--- src/hw/rtl/rlm_pkg.sv ---
package rlm_pkg;

	// Largest block is 2**COUNT_LOG2 samples
	localparam int COUNT_LOG2 = 20;

	localparam int SAMPLE_W = 16;
	localparam int SQ_W     = 2 * SAMPLE_W - 1;
	localparam int SUM_W    = SQ_W + COUNT_LOG2;
	localparam int CNT_W    = COUNT_LOG2 + 1;
	localparam int MEAN_W   = SQ_W;
	localparam int RMS_W    = SAMPLE_W;

	localparam int ACC_STEP_W  = $clog2(SAMPLE_W);
	localparam int DIV_STEP_W  = $clog2(SUM_W);
	localparam int ROOT_STEP_W = $clog2(RMS_W);

	localparam logic [CNT_W-1:0] MAX_COUNT = CNT_W'(1) << COUNT_LOG2;

	typedef struct packed {
		logic busy;
		logic done;
	} unit_stat_t;

endpackage

--- src/hw/rtl/rms_level_meter.sv ---
// While a sample is squared into the sum, one multiplier bit per cycle, the input stalls.
// A sample arriving on a full count is not added to the sum; it sets the overflow flag.
// A last sample returns its result word after 16 square steps (none on a full count),
// 51 divide steps (one quotient bit each) and 16 root steps (two radicand bits each).
// Reset (arst_n low, asynchronous) clears the sum, the count, the overflow flag and
// all handshake state; the block can take a sample as soon as reset is released.
module rms_level_meter (
	input  logic                              clk,
	input  logic                              arst_n,
	input  logic                              in_valid,
	output logic                              in_stall,
	input  logic signed [rlm_pkg::SAMPLE_W-1:0] sample,
	input  logic                              last_sample,
	output logic                              out_valid,
	input  logic                              out_stall,
	output logic [rlm_pkg::RMS_W-1:0]         rms,
	output logic [rlm_pkg::CNT_W-1:0]         sample_count,
	output logic                              count_overflow
);

	localparam logic [2:0] ST_IDLE = 3'd0;
	localparam logic [2:0] ST_ACC  = 3'd1;
	localparam logic [2:0] ST_DIV  = 3'd2;
	localparam logic [2:0] ST_ROOT = 3'd3;
	localparam logic [2:0] ST_OUT  = 3'd4;

	logic [2:0]                    state_q;
	logic [rlm_pkg::CNT_W-1:0]     count_q;
	logic                          ovf_q;
	logic                          last_q;
	logic [rlm_pkg::CNT_W-1:0]     res_count_q;
	logic                          res_ovf_q;
	logic                          out_valid_q;
	logic [rlm_pkg::RMS_W-1:0]     rms_q;
	logic [rlm_pkg::CNT_W-1:0]     out_count_q;
	logic                          out_ovf_q;

	logic                          in_take;
	logic                          full;
	logic [rlm_pkg::SAMPLE_W-1:0]  mag;
	logic                          acc_start;
	logic                          div_start;
	logic                          root_start;
	logic                          out_load;
	logic [rlm_pkg::SUM_W-1:0]     sum;
	logic [rlm_pkg::SUM_W-1:0]     quotient;
	logic [rlm_pkg::MEAN_W-1:0]    mean;
	logic [rlm_pkg::RMS_W-1:0]     root;
	rlm_pkg::unit_stat_t           acc_stat;
	rlm_pkg::unit_stat_t           div_stat;
	rlm_pkg::unit_stat_t           root_stat;

	assign in_stall = state_q != ST_IDLE;
	assign in_take  = in_valid && !in_stall;
	assign full     = count_q == rlm_pkg::MAX_COUNT;
	// two's complement magnitude; the most negative sample maps to 2**15
	assign mag      = sample[rlm_pkg::SAMPLE_W-1] ? rlm_pkg::SAMPLE_W'(-sample)
	                                               : rlm_pkg::SAMPLE_W'(sample);

	assign acc_start  = in_take && !full;
	assign div_start  = (in_take && full && last_sample) ||
	                    (state_q == ST_ACC && acc_stat.done && last_q);
	assign root_start = state_q == ST_DIV && div_stat.done;
	assign out_load   = state_q == ST_OUT && (!out_valid_q || !out_stall);
	assign mean       = (res_count_q == '0) ? '0 : rlm_pkg::MEAN_W'(quotient);

	rlm_sq_acc u_acc (
		.clk    (clk),
		.arst_n (arst_n),
		.start  (acc_start),
		.clear  (div_start),
		.mag    (mag),
		.sum    (sum),
		.stat   (acc_stat)
	);

	rlm_div u_div (
		.clk      (clk),
		.arst_n   (arst_n),
		.start    (div_start),
		.dividend (sum),
		.divisor  (count_q),
		.quotient (quotient),
		.stat     (div_stat)
	);

	rlm_sqrt u_sqrt (
		.clk      (clk),
		.arst_n   (arst_n),
		.start    (root_start),
		.radicand (mean),
		.root     (root),
		.stat     (root_stat)
	);

	always_ff @(posedge clk or negedge arst_n) begin
		if (!arst_n) begin
			state_q     <= ST_IDLE;
			count_q     <= '0;
			ovf_q       <= 1'b0;
			last_q      <= 1'b0;
			out_valid_q <= 1'b0;
		end else begin
			if (in_take) begin
				last_q <= last_sample;
				if (full) begin
					ovf_q <= 1'b1;
				end else begin
					count_q <= count_q + 1'b1;
				end
			end
			// drop the block state once the divider holds it
			if (div_start) begin
				count_q <= '0;
				ovf_q   <= 1'b0;
			end

			case (state_q)
				ST_IDLE: begin
					if (div_start) begin
						state_q <= ST_DIV;
					end else if (acc_start) begin
						state_q <= ST_ACC;
					end
				end
				ST_ACC: begin
					if (div_start) begin
						state_q <= ST_DIV;
					end else if (acc_stat.done) begin
						state_q <= ST_IDLE;
					end
				end
				ST_DIV: begin
					if (root_start) begin
						state_q <= ST_ROOT;
					end
				end
				ST_ROOT: begin
					if (root_stat.done) begin
						state_q <= ST_OUT;
					end
				end
				ST_OUT: begin
					if (out_load) begin
						state_q <= ST_IDLE;
					end
				end
				default: begin
					state_q <= ST_IDLE;
				end
			endcase

			if (out_load) begin
				out_valid_q <= 1'b1;
			end else if (!out_stall) begin
				out_valid_q <= 1'b0;
			end
		end
	end

	always_ff @(posedge clk) begin
		if (div_start) begin
			res_count_q <= count_q;
			res_ovf_q   <= ovf_q || (in_take && full);
		end
		if (out_load) begin
			rms_q       <= root;
			out_count_q <= res_count_q;
			out_ovf_q   <= res_ovf_q;
		end
	end

	assign out_valid      = out_valid_q;
	assign rms            = rms_q;
	assign sample_count   = out_count_q;
	assign count_overflow = out_ovf_q;

	a_count_bounded: assert property (@(posedge clk) disable iff (!arst_n)
		count_q <= rlm_pkg::MAX_COUNT)
		else $error("sample count beyond block maximum");

	a_one_unit_busy: assert property (@(posedge clk) disable iff (!arst_n)
		$onehot0({acc_stat.busy, div_stat.busy, root_stat.busy}))
		else $error("more than one arithmetic unit busy");

	a_result_from_out: assert property (@(posedge clk) disable iff (!arst_n)
		$rose(out_valid_q) |-> $past(state_q) == ST_OUT)
		else $error("result word raised outside the output step");

	a_no_take_while_busy: assert property (@(posedge clk) disable iff (!arst_n)
		acc_stat.busy || div_stat.busy || root_stat.busy |-> in_stall)
		else $error("sample taken while a unit is working");

endmodule

--- src/hw/rtl/rlm_sq_acc.sv ---
module rlm_sq_acc (
	input  logic                               clk,
	input  logic                               arst_n,
	input  logic                               start,
	input  logic                               clear,
	input  logic [rlm_pkg::SAMPLE_W-1:0]       mag,
	output logic [rlm_pkg::SUM_W-1:0]          sum,
	output rlm_pkg::unit_stat_t                stat
);

	logic [rlm_pkg::SAMPLE_W-1:0]   bits_q;
	logic [rlm_pkg::SQ_W-1:0]       addend_q;
	logic [rlm_pkg::SUM_W-1:0]      sum_q;
	logic [rlm_pkg::ACC_STEP_W-1:0] step_q;
	logic                           busy_q;
	logic                           done_q;

	always_ff @(posedge clk or negedge arst_n) begin
		if (!arst_n) begin
			busy_q <= 1'b0;
			done_q <= 1'b0;
			step_q <= '0;
			sum_q  <= '0;
		end else begin
			done_q <= 1'b0;
			if (clear) begin
				sum_q <= '0;
			end
			if (start) begin
				busy_q <= 1'b1;
				step_q <= '0;
			end else if (busy_q) begin
				// one multiplier bit per cycle: add the shifted magnitude
				if (bits_q[0]) begin
					sum_q <= sum_q + rlm_pkg::SUM_W'(addend_q);
				end
				step_q <= step_q + 1'b1;
				if (step_q == rlm_pkg::ACC_STEP_W'(rlm_pkg::SAMPLE_W - 1)) begin
					busy_q <= 1'b0;
					done_q <= 1'b1;
				end
			end
		end
	end

	always_ff @(posedge clk) begin
		if (start) begin
			bits_q   <= mag;
			addend_q <= rlm_pkg::SQ_W'(mag);
		end else if (busy_q) begin
			bits_q   <= bits_q >> 1;
			addend_q <= addend_q << 1;
		end
	end

	assign sum       = sum_q;
	assign stat.busy = busy_q;
	assign stat.done = done_q;

endmodule

--- src/hw/rtl/rlm_div.sv ---
module rlm_div (
	input  logic                         clk,
	input  logic                         arst_n,
	input  logic                         start,
	input  logic [rlm_pkg::SUM_W-1:0]    dividend,
	input  logic [rlm_pkg::CNT_W-1:0]    divisor,
	output logic [rlm_pkg::SUM_W-1:0]    quotient,
	output rlm_pkg::unit_stat_t          stat
);

	logic [rlm_pkg::SUM_W-1:0]      dvd_q;
	logic [rlm_pkg::CNT_W-1:0]      dsr_q;
	logic [rlm_pkg::CNT_W-1:0]      rem_q;
	logic [rlm_pkg::DIV_STEP_W-1:0] step_q;
	logic                           busy_q;
	logic                           done_q;
	logic [rlm_pkg::CNT_W:0]        shifted;
	logic                           fits;

	// restoring division, one quotient bit per cycle
	assign shifted = {rem_q, dvd_q[rlm_pkg::SUM_W-1]};
	assign fits    = shifted >= {1'b0, dsr_q};

	always_ff @(posedge clk or negedge arst_n) begin
		if (!arst_n) begin
			busy_q <= 1'b0;
			done_q <= 1'b0;
			step_q <= '0;
		end else begin
			done_q <= 1'b0;
			if (start) begin
				busy_q <= 1'b1;
				step_q <= '0;
			end else if (busy_q) begin
				step_q <= step_q + 1'b1;
				if (step_q == rlm_pkg::DIV_STEP_W'(rlm_pkg::SUM_W - 1)) begin
					busy_q <= 1'b0;
					done_q <= 1'b1;
				end
			end
		end
	end

	always_ff @(posedge clk) begin
		if (start) begin
			dvd_q <= dividend;
			dsr_q <= divisor;
			rem_q <= '0;
		end else if (busy_q) begin
			dvd_q <= {dvd_q[rlm_pkg::SUM_W-2:0], fits};
			if (fits) begin
				rem_q <= rlm_pkg::CNT_W'(shifted - {1'b0, dsr_q});
			end else begin
				rem_q <= rlm_pkg::CNT_W'(shifted);
			end
		end
	end

	assign quotient  = dvd_q;
	assign stat.busy = busy_q;
	assign stat.done = done_q;

	a_rem_below_divisor: assert property (@(posedge clk) disable iff (!arst_n)
		busy_q && dsr_q != '0 |-> rem_q < dsr_q)
		else $error("partial remainder not below divisor");

endmodule

--- src/hw/rtl/rlm_sqrt.sv ---
module rlm_sqrt (
	input  logic                          clk,
	input  logic                          arst_n,
	input  logic                          start,
	input  logic [rlm_pkg::MEAN_W-1:0]    radicand,
	output logic [rlm_pkg::RMS_W-1:0]     root,
	output rlm_pkg::unit_stat_t           stat
);

	localparam int RAD_W = 2 * rlm_pkg::RMS_W;
	localparam int REM_W = rlm_pkg::RMS_W + 2;

	logic [RAD_W-1:0]                rad_q;
	logic [rlm_pkg::RMS_W-1:0]       root_q;
	logic [REM_W-1:0]                rem_q;
	logic [rlm_pkg::ROOT_STEP_W-1:0] step_q;
	logic                            busy_q;
	logic                            done_q;
	logic [REM_W+1:0]                pulled;
	logic [REM_W+1:0]                trial;
	logic                            fits;

	// two radicand bits per cycle, one root bit
	assign pulled = {rem_q, rad_q[RAD_W-1 -: 2]};
	assign trial  = {2'b00, root_q, 2'b01};
	assign fits   = pulled >= trial;

	always_ff @(posedge clk or negedge arst_n) begin
		if (!arst_n) begin
			busy_q <= 1'b0;
			done_q <= 1'b0;
			step_q <= '0;
		end else begin
			done_q <= 1'b0;
			if (start) begin
				busy_q <= 1'b1;
				step_q <= '0;
			end else if (busy_q) begin
				step_q <= step_q + 1'b1;
				if (step_q == rlm_pkg::ROOT_STEP_W'(rlm_pkg::RMS_W - 1)) begin
					busy_q <= 1'b0;
					done_q <= 1'b1;
				end
			end
		end
	end

	always_ff @(posedge clk) begin
		if (start) begin
			rad_q  <= RAD_W'(radicand);
			root_q <= '0;
			rem_q  <= '0;
		end else if (busy_q) begin
			rad_q  <= rad_q << 2;
			root_q <= {root_q[rlm_pkg::RMS_W-2:0], fits};
			if (fits) begin
				rem_q <= REM_W'(pulled - trial);
			end else begin
				rem_q <= REM_W'(pulled);
			end
		end
	end

	assign root      = root_q;
	assign stat.busy = busy_q;
	assign stat.done = done_q;

endmodule

--- config.mk ---
export PLATFORM = sky130hd
export DESIGN_NAME = rms_level_meter
export DESIGN_NICKNAME = d
export VERILOG_FILES = /design/src/hw/rtl/rlm_pkg.sv /design/src/hw/rtl/rms_level_meter.sv /design/src/hw/rtl/rlm_sq_acc.sv /design/src/hw/rtl/rlm_div.sv /design/src/hw/rtl/rlm_sqrt.sv
export SDC_FILE = /design/constraint.sdc
export NUM_CORES = 1
export LEC_CHECK = 0
export ABC_AREA = 1
export BUFFER_PORTS_ARGS = -buffer_cell sky130_fd_sc_hd__clkbuf_2
export CAP_MARGIN = 40
export CELL_PAD_IN_SITES_DETAIL_PLACEMENT = 1
export CELL_PAD_IN_SITES_GLOBAL_PLACEMENT = 2
export CORE_MARGIN = 5
export CORE_UTILIZATION = 36
export CTS_BUF_LIST = sky130_fd_sc_hd__clkbuf_8 sky130_fd_sc_hd__clkbuf_16
export CTS_CLUSTER_DIAMETER = 60
export CTS_CLUSTER_SIZE = 40
export DETAILED_ROUTE_END_ITERATION = 7
export HOLD_SLACK_MARGIN = 0.06
export PLACE_DENSITY = 0.83
export SYNTH_ARGS = -nofsm -noshare
export SYNTH_HDL_FRONTEND = slang
export SYNTH_HIERARCHICAL = 1
export SYNTH_SLANG_ARGS = --single-unit
--- constraint.sdc ---
create_clock -name clk -period 4.25 [get_ports clk]
set_clock_uncertainty 0.1 [all_clocks]
set_input_delay 0.425 -clock clk [delete_from_list [all_inputs] [get_ports clk]]
set_output_delay 0.425 -clock clk [all_outputs]
set_load 0.05 [all_outputs]
-- After elaboration in Yosys (flattened, before gate mapping)
Index checks and enable logic that the tools add are counted.
- register bits after elaboration: 343
- latch bits: 0
- RAM bits: 0
- ROM bits: 0
- input port bits: 21
- output and inout bits: 40
- word-level logic and storage cells: 136
- memories kept: 0
- $add $sub $neg: 8
- $mul: 0
- divide/modulo/power cells: 0
- magnitude comparators: 2
- equality and inequality tests: 15
- shifts and indexed selects: 0
- mux-type cells: 56
- bitwise logic cells: 0
- reduce and logical (&&, ||, !) cells: 26
- operators by type and width (kind ; number):
    two-way mux 51 bit ; 6
    two-way mux 31 bit ; 3
    two-way mux 21 bit ; 4
    two-way mux 16 bit ; 5
    adder 51 x 31 -> 51 bit ; 1
    two-way mux 1 bit ; 23
    >= comparator 22 x 21 -> 1 bit ; 1
    adder 21 x 1 -> 21 bit (second input constant) ; 1
    == test 21 bit (second input constant) ; 1
    logical NOT 21 bit ; 1
    two-way mux 3 bit ; 7
    subtractor 21 bit ; 1
    >= comparator 20 x 18 -> 1 bit ; 1
    two-way mux 18 bit ; 1
    subtractor 18 bit ; 1
    two-way mux 4 bit ; 4
    negator 16 bit ; 1
    one-hot mux 3 bit (5 select lines) ; 1
    two-way mux 6 bit ; 2
    nonzero test 2 bit ; 5
    adder 4 x 1 -> 4 bit (second input constant) ; 2
    == test 4 bit (second input constant) ; 2
    logical AND 1 bit ; 8
    adder 6 x 1 -> 6 bit (second input constant) ; 1
    14 further kinds ; 24

-- Longest topological paths before layout
Gate-level depths: netlist of run 1.
- depth after elaboration: 10
- gate-level depth with buffers: 16
- mapped depth without buffers: 16

-- Hierarchy
The synthesis of run 1 kept the hierarchy.
- by module, submodules not included (module ; instances ; cells each ; area each (sq um) ; sequential area each (sq um)):
    rlm_sq_acc ; 1 ; 1062 ; 7178.1 ; 2687.6
    rlm_div ; 1 ; 728 ; 5750.5 ; 2782.7
    rms_level_meter ; 1 ; 474 ; 4334.2 ; 2477.4
    rlm_sqrt ; 1 ; 538 ; 4021.4 ; 1781.7

-- Worst setup path before layout of run 1
OpenSTA, ideal clock, no wires.
- path type: reg2reg
- start point: register state_q[0]
- end point: register u_div.dvd_q, in the netlist u_div/quotient[0] (enable)
- setup time: 0.436 ns
- arrival time: 3.532 ns
- required time: 3.714 ns
- setup slack: 0.182 ns
- cell stages (with the launch flop): 9
- buffers on the path: 1
- clock period less this slack: 4.068 ns
- path through: dfrtp_1 > inv_1 > nand3_2 > nor2_4 > nand4_4 > nand2_4 > nor2_1 > inv_1 > clkbuf_1
- word-level cells in the longest chain between the ends: 7
- elaborated cells between the ends (all ways): 10
- those cells by class: eq/ne: 1; reduce/logical: 9
- ends and longest elaborated chain (item ; RTL line ; source):
    from (decl) ; rms_level_meter.sv:27 ; logic [2:0] state_q;
    from (signal assigned) ; rms_level_meter.sv:98 ; state_q <= ST_IDLE;
    from (signal assigned) ; rms_level_meter.sv:121 ; state_q <= ST_DIV;
    from (signal assigned) ; rms_level_meter.sv:123 ; state_q <= ST_ACC;
    nonzero test 3 bit ; rms_level_meter.sv:53 ; assign in_stall = state_q != ST_IDLE;
    via in_stall ; rms_level_meter.sv:11 ; output logic in_stall,
    logical NOT 1 bit ; rms_level_meter.sv:54 ; assign in_take = in_valid && !in_stall;
    logical AND 1 bit ; rms_level_meter.sv:54 ;
    logical AND 1 bit (2 in series) ; rms_level_meter.sv:61 ; assign div_start = (in_take && full && last_sample) ||
    logical OR 1 bit ; rms_level_meter.sv:61 ;
    via div_start ; rms_level_meter.sv:42 ; logic div_start;
    nonzero test 2 bit (no line) ; n/a ;
    to (signal assigned) ; rlm_div.sv:46 ; dvd_q <= dividend;
    to (signal assigned) ; rlm_div.sv:50 ; dvd_q <= {dvd_q[rlm_pkg::SUM_W-2:0], fits};
    to (decl) ; rlm_div.sv:11 ; logic [rlm_pkg::SUM_W-1:0] dvd_q;
The timed path passes the listed nets, and every way through them passes these cells.
A chain may end at the register's enable or synchronous reset.

-- Worst setup path after layout of run 1
- start point: register count_q[0] (netlist bit)
- end point: register u_acc.sum_q, in the netlist u_acc/sum[21]
- word-level cells in the longest chain between the ends: 8
- elaborated cells between the ends (all ways): 10
- those cells by class: eq/ne: 1; mux: 4; reduce/logical: 5
- ends and longest elaborated chain (item ; RTL line ; source):
    from (decl) ; rms_level_meter.sv:28 ; logic [rlm_pkg::CNT_W-1:0] count_q;
    from (signal assigned) ; rms_level_meter.sv:109 ; count_q <= count_q + 1'b1;
    == test 21 bit * ; rms_level_meter.sv:55 ; assign full = count_q == rlm_pkg::MAX_COUNT;
    logical AND 1 bit (2 in series) ; rms_level_meter.sv:61 ;
    logical OR 1 bit ; rms_level_meter.sv:61 ;
    two-way mux 51 bit ; rlm_sq_acc.sv:26 ; if (clear) begin
    two-way mux 51 bit ; rlm_sq_acc.sv:34 ; if (bits_q[0]) begin
    two-way mux 51 bit ; rlm_sq_acc.sv:32 ; end else if (busy_q) begin
    two-way mux 51 bit * ; rlm_sq_acc.sv:29 ; if (start) begin
    to (signal assigned) ; rlm_sq_acc.sv:35 ; sum_q <= sum_q + rlm_pkg::SUM_W'(addend_q);
    to (decl) ; rlm_sq_acc.sv:13 ; logic [rlm_pkg::SUM_W-1:0] sum_q;
Mark *: on every way between the ends. The rest lies on a longest branch, timed or not.

==> qor.csv, run 1 <==
metric;value;unit
status;completed;
drtPass1Iterations;5;
drtIter0Drc;883;
reg2reg_slack;0.93;ns
worst_pin_slew;0.803;ns
diodes;0;
setup_tns;0;ns
via_per_inst;4.95;
drt.antenna.violating_nets;0;
p_sw_frac;0.236;
reg2reg_from;count_q[0];
start_util;0.362;
relSlewSlack;0.464;
cts_max_level;2;
vias;18100;
final_cell_area;23800;µm²
hold_depth;2;
layoutNonFillerInstCount;3654;
syn_area;21300;µm²
drive_above_1_share;0.0972;
clk_path_buf_depth;3;
setup_slack;0.933;ns
irDropWorstVdd;0.259;mV
routedWlPerCell;17.3;µm
fmax;302;MHz
core-area;58800;µm²
intPower;5.62;mW
drc;0;
seq_power_share;0.500;
cp-start-kind;flip-flop;
path_clk_slew;0.08;ns
dpl_cell_area;22400;µm²
area_growth;11.8;%
antenna_found_initial;0;
cp.arrival;3.68;ns
r2r_end;u_acc/sum[21];
rsz0062_at_grt;no;
p_leak;11.5;nW
grt_max_degree;57;
final_max_slew_viol_count;0;
dp_slack;0.945;ns
grt_pass1_vias;18800;
finalSetupViolCount;0;
crit_type;reg2reg;
hold_path_end;last_q;
worstSkewPairLatency;0.59;ns
die_h;253;µm
numPortBuffers;60;
required;4.62;ns
die_area;64000;µm²
hold_class;in2reg;
routed_wl;63400;µm
grt_overflow;0;
die_x;253;µm
track_usage;0.196;
worstRegToRegCells;14;
avgSynthCellArea;7.60;µm²
p_clk_frac;0.491;
gp_congestion;0.884;
finalPower;7.35;mW
combPwrFrac;0.009;
synth.net_count;2899;
cts_tree;done;
cts_sinks;364;
maxCapViolCount;0;
numPlacedInstances;3583;
grt_pass1_wl;102000;µm
hold_violations;0;
yosysWarnings;6;
holdWs;0.145;ns
cp_max_fo;43;
period_share;0.780;
rows;89;
postSynthCellCount;2799;
cts_buffers;37;
pwr_density_cell;309;nW/µm²
fin_nets;2952;
clockRootBuffer;clkbuf_16;
final_util;0.404;
dpl.hpwl;48800;µm
switching_power;1.73;mW
hold_path_startpoint;last_sample;
end_kind;flip-flop;
period_minus_slack;3.32;ns
ios;61;
registers in the layout, indices dropped and copies added (netlist names), 3 cells and up:
name            count
u_acc/sum          51
u_div/quotient     51
u_sqrt/rad_q       32
u_acc/addend_q     31
count_q            21
res_count_q        21
sample_count       21
u_div/dsr_q        21
u_div/rem_q        21
u_sqrt/rem_q       18
rms                16
u_acc/bits_q       16
u_sqrt/root        16
u_div/step_q        6
u_acc/step_q        4
u_sqrt/step_q       4
state_q             3
placed cells by master (no fill, tap or decap), types with 28 or more instances in the layout:
cell type	n
inv_1	374
a21oi_1	69
ha_1	77
o22ai_1	28
dfrtp_1	98
nor3_1	33
nand3_1	175
clkbuf_2	59
o21ai_0	60
nand2_2	38
dfxtp_1	71
edfxtp_1	195
xnor2_1	30
nand2_1	1068
nor2_1	186
clkbuf_16	39
area by class of cell:
class / instances / area, µm²
fillers: 7257 / 35000
flip-flops and latches: 364 / 9730
clock buffers: 39 / 976
multi-input cells: 1966 / 9650
clock inverters: 29 / 374
well taps: 773 / 967
inverters: 399 / 1510
repair buffers: 84 / 568
power by group through the flow:
stage	registers, mW	logic (mW)	clock network, mW
final	3.68	0.0650	3.61
after detailed placement	3.75	0.0649	0
after CTS	3.68	0.0674	3.72
after global routing	3.68	0.0754	3.88
after global placement	3.75	0.0632	0
after floorplan	3.75	0.0227	0
worst max path at each step:
stage | start | to | slack (ns) | depth (start not counted)
3_5_place_dp | count_q[0] | u_acc/sum[21] | 0.95 | 14
4_1_cts | count_q[0] | u_acc/sum[8] | 0.89 | 14
6_report | count_q[0] | u_acc/sum[21] | 0.93 | 14
2_1_floorplan | state_q[0] | u_div/quotient[0] | 0.18 | 8
5_1_grt | count_q[0] | u_acc/sum[8] | 0.60 | 14
3_3_place_gp | count_q[0] | u_acc/sum[18] | 1.13 | 14
layer usage:
metal  up-vias  track usage  wire length (µm)  part of all wire
li1       8994            -                 -                 -
met1      8813        0.261             29100              0.46
met2       212        0.338             30600              0.48
met3        77       0.0300              2180             0.034
met4         0       0.0481              1430             0.023
met5         -            0                 0                 0
worst max-delay path, cell delays in order, from the launching register on:
cell,delay (ns)
dfrtp_1,0.45
inv_1,0.09
ha_1,0.23
nand3_1,0.09
nor2_1,0.05
nand3_1,0.11
nand2_4,0.11
inv_4,0.39
nor2_4,0.08
inv_2,0.43
nor2_4,0.21
nor2_2,0.43
buf_12,0.23
nand2_1,0.07
o21ai_0,0.08
what timing repair did:
action / 4_1_cts / 5_1_grt
hold endpoints to repair: 39 / 0
resized for setup: 0 / 0
hold buffers: 3 / 0
buffers inserted: 0 / 0
No activity file was read; power rests on OpenSTA's default activity.
==> run 2: changes to the inputs <==
CORE_UTILIZATION = 34   (was 36)
clock period = 2.71 ns   (was 4.25 ns; I/O delays follow)
==> run 2 against run 1 <==
Utilization fell by 1.2 points. Sequential share of layout area fell by 0.80 points. Flip-flop and latch count did not move. Setup slack got worse by 0.78 ns. First-iteration DRC count fell by 3.6%.
==> qor.csv, run 2 (synthesized netlist as in run 1, its figures left out) <==
metric;value;unit
gp_congestion;0.890;
cts_max_level;2;
clockRootBuffer;clkbuf_16;
path_buf_inv;3;
period_share;0.945;
fmax;390;MHz
cts_buffers;38;
cp-start-kind;flip-flop;
end_kind;flip-flop;
r2r_end;u_div/rem_q[6];
regArea;9730;µm²
rsz0062_at_grt;no;
cts_tree;done;
numPlacedInstances;3688;
multi_input_area;9700;µm²
start_util;0.344;
slowest_stage;fa_1;
diodes;0;
relSlewSlack;0.473;
final_max_slew_viol_count;0;
crit_path_frequent_cell;nand2_1;
cts_sinks;364;
cp.arrival;2.93;ns
hold_violations;0;
area_growth;14.0;%
layoutNonFillerInstCount;3768;
core-area;61800;µm²
clk_path_buf_depth;3;
dpl.hpwl;48300;µm
drc;0;
drt.antenna.violating_nets;0;
startpoint;u_div/quotient[50];
grt_overflow;0;
setup_tns;0;ns
critical_path.max_stage_delay;0.41;ns
drtIter0Drc;851;
crit_type;reg2reg;
numPortBuffers;60;
status;completed;
final_cell_mix;1,068 x nand2_1, 375 x inv_1, 195 x edfxtp_1, 184 x nor2_1, 175 x nand3_1;
via_per_inst;4.85;
worstSkewPairLatency;0.58;ns
grt_pass1_vias;19400;
vias;18300;
grt_max_degree;49;
finalSetupViolCount;0;
antenna_found_initial;0;
reg2reg_slack;0.15;ns
endpoint;u_div/rem_q[6];
final_common_cell;nand2_1;
maxCapViolCount;0;
routedWlPerCell;16.8;µm
routed_wl;63300;µm
path_clk_slew;0.08;ns
die_h;260;µm
track_usage;0.187;
worst_pin_slew;0.790;ns
drive_above_1_share;0.110;
crit_family;simple AND/OR/NAND/NOR gates;
grt_pass1_wl;103000;µm
p_leak;11.7;nW
period_minus_slack;2.56;ns
drtPass1Iterations;5;
hold_class;in2reg;
ios;61;
rows;91;
cp_max_fo;12;
fillers;7698;
fin_nets;3001;
irDropWorstVdd;0.431;mV
pwr_density_cell;471;nW/µm²
reg2reg_from;u_div/quotient[50];
die_x;260;µm
worstRegToRegCells;15;
path_depth;15;
required;3.08;ns
path_cells;inv_1, ha_1, inv_1, fa_1, nand2_1, nand2_1, nand3_2, nand2_2, nand2_1, nand2_2, nand2_8, buf_6, nand3_1, nand3_1, o21ai_1;
die_area;67600;µm²
## run 2: changes by cell type in the layout (fill, tap and decap cells not counted), sizes merged
cell / before / now
clkinvlp: 5 / 3
buf: 22 / 63
dlygate4sd3: 3 / 10
clkinv: 7 / 11
## run 2: per-layer routing
metal | part of all wire | up-vias | track usage
li1 | - | 9090 | -
met1 | 0.46 | 8904 | 0.243
met2 | 0.49 | 219 | 0.331
met3 | 0.030 | 75 | 0.0243
met4 | 0.020 | 0 | 0.0434
met5 | 0 | - | 0
## run 2: cell type report
type                    instances  area share
repair buffers                132      0.0391
multi-input cells            1966       0.400
well taps                     837      0.0432
clock buffers                  39      0.0403
flip-flops and latches        364       0.401
clock inverters                31      0.0142
inverters                     399      0.0621
## run 2: metrics by stage
stage	hold WS (ns)	power, mW	util	cell area, µm²	setup WS, ns
after floorplan	-0.125	5.92	-	21300	0.118
after global placement	0.202	5.99	0.369	22800	0.0578
after detailed placement	0.204	6.00	0.369	22800	0.00823
after CTS	0.0633	11.6	0.392	24200	0.101
after global routing	0.0884	11.9	0.392	24200	0.00410
final	0.0976	11.4	0.392	24200	0.148
## run 2: repair_timing
action	in CTS	in global routing
hold buffers	10	0
resized for setup	1	7
hold endpoints to repair	73	0
endpoints found under the setup margin	11	26
setup buffers	0	0
## run 2: how the worst min path moves through the flow
stage	start	to	depth (start not counted)
detailed placement	arst_n	u_acc/sum[7]	1
CTS	sample[9]	u_acc/addend_q[9]	4
finish	sample[11]	u_acc/addend_q[11]	4
global placement	arst_n	u_acc/sum[7]	1
global route	sample[13]	u_acc/bits_q[13]	4
floorplan	arst_n	count_q[0]	0
## run 2: worst register-to-register path: cells and delay by family (launching register included)
kind	cells	cell delay (ns)
AOI/OAI and AO/OA	1	0.08
and+or+nand+nor	9	0.92
DFF	1	0.36
adders and majority gates	2	0.58
buffers and inverters	3	0.40
## run 2: report_power, final
part	total [mW]	switching (mW)	internal, mW
logic	0.117	0.0748	0.0419
clock network	5.53	2.56	2.97
registers	5.77	0.000503	5.77
total	11.4	2.63	8.78
==> run 3: changes to the inputs <==
--- a/constraint.sdc
+++ b/constraint.sdc
@@ -3,3 +3,3 @@
 set_input_delay 0.271 -clock clk [delete_from_list [all_inputs] [get_ports clk]]
 set_output_delay 0.271 -clock clk [all_outputs]
-set_load 0.05 [all_outputs]
+set_load 0.02 [all_outputs]
==> run 3 against run 2 <==
Combinational power grew 4%. Sequential share of layout area shrank 0.11 points. Via count is essentially flat. Register-to-register slack is essentially flat. Setup slack lost 0.010 ns. Critical path depth shrank 4. Wire length grew 1.8%. Critical path type unchanged. Largest power group is now clock.
==> qor.csv, run 3 (synthesized netlist as in run 1, its figures left out) <==
metric;value;unit
status;completed;
path_clk_slew;0.07;ns
drive_above_1_share;0.109;
grt_max_degree;50;
cts_max_level;2;
period_share;0.949;
drt.antenna.violating_nets;0;
area_growth;14.3;%
end_kind;flip-flop;
die_x;260;µm
drc;0;
required;3.08;ns
cts_buffers;39;
fmax;389;MHz
maxCapViolCount;0;
irDropWorstVdd;0.325;mV
cp-start-kind;flip-flop;
via_per_inst;4.85;
layoutNonFillerInstCount;3772;
hold_violations;0;
routed_wl;64400;µm
final_cell_mix;1,068 x nand2_1, 375 x inv_1, 195 x edfxtp_1, 186 x nor2_1, 175 x nand3_1;
grt_overflow;0;
holdWs;0.104;ns
routedWlPerCell;17.1;µm
gp_congestion;0.853;
ios;61;
setup_tns;0;ns
cp_max_fo;48;
startpoint;count_q[18];
p_leak;11.7;nW
fillers;7635;
numPortBuffers;60;
crit_type;reg2reg;
regArea;9730;µm²
drtIter0Drc;940;
cts_tree;done;
hold_class;in2reg;
worstSkewPairLatency;0.58;ns
rows;91;
numPlacedInstances;3686;
grt_pass1_vias;19200;
clockRootBuffer;clkbuf_16;
drtPass1Iterations;5;
final_max_slew_viol_count;0;
fin_nets;3004;
cts_sinks;364;
multi_input_area;9650;µm²
hold_path_startpoint;sample[10];
finalSetupViolCount;0;
clk_path_buf_depth;3;
grt_pass1_wl;104000;µm
start_util;0.344;
dpl.hpwl;48900;µm
final_common_cell;nand2_1;
vias;18300;
cp.arrival;2.94;ns
die_area;67600;µm²
antenna_found_initial;0;
diodes;0;
core-area;61800;µm²
reg2reg_from;count_q[18];
die_h;260;µm
worst_pin_slew;0.852;ns
rsz0062_at_grt;no;
pwr_density_cell;481;nW/µm²
period_minus_slack;2.57;ns
track_usage;0.189;
relSlewSlack;0.432;
[run 3: critical path: stages (launching register included)]
cell	delay (ns)
dfrtp_1	0.39
nor2_1	0.26
nand3_1	0.11
nor2_1	0.22
nand3_1	0.17
nand2_4	0.11
inv_4	0.04
buf_4	0.27
nor2_1	0.19
clkinv_1	0.13
buf_12	0.20
o22ai_1	0.22
[run 3: worst paths after layout]
| check | to | slack, ns | depth (start not counted) |
|---|---|---|---|
| setup / recovery | u_acc/addend_q[29] | 0.14 | 11 |
| hold / removal | u_acc/addend_q[10] | 0.10 | 4 |
| setup reg to reg | u_acc/addend_q[29] | 0.14 | 11 |
| hold reg to reg | rms[5] | 0.33 | 0 |
| max in group asynchronous | u_acc/sum[11] | 0.67 | 4 |
| min in group asynchronous | u_acc/sum[2] | 0.64 | 3 |
[run 3: stage by stage]
| stage | setup slack [ns] | power (mW) | util | area, µm² |
|---|---|---|---|---|
| 3_5_place_dp | 0.165 | 5.99 | 0.368 | 22800 |
| 2_1_floorplan | 0.0533 | 5.92 | - | 21300 |
| 3_3_place_gp | 0.182 | 5.99 | 0.368 | 22800 |
| 5_1_grt | 0.000340 | 12.1 | 0.393 | 24300 |
| 6_report | 0.138 | 11.7 | 0.393 | 24300 |
| 4_1_cts | 0.143 | 11.9 | 0.393 | 24300 |
[run 3: what timing repair did]
| item | in CTS | in global routing |
|---|---|---|
| buffers inserted | 0 | 0 |
| endpoints found under the hold margin | 119 | 0 |
| hold buffers | 14 | 0 |
| resized for setup | 0 | 1 |
| endpoints found under the setup margin | 0 | 3 |
[run 3: layout make-up]
cell class | count | share of cell area
multi-input cells | 1966 | 0.397
clock buffers | 40 | 0.0412
clock inverters | 32 | 0.0162
inverters | 399 | 0.0619
flip-flops and latches | 364 | 0.400
well taps | 837 | 0.0431
repair buffers | 134 | 0.0405
[run 3: power breakdown]
group / switching, mW / internal, mW / leakage [nW]
clock network: 2.66 / 3.15 / 0.677
logic: 0.0774 / 0.0447 / 7.65
registers: 0.000529 / 5.77 / 3.40
total: 2.74 / 8.96 / 11.7
[run 3: metal layers]
metal,share of wire,track usage,vias up
li1,-,-,9093
met1,0.46,0.247,8944
met2,0.49,0.336,173
met3,0.026,0.0236,75
met4,0.018,0.0401,0
met5,0,0,-
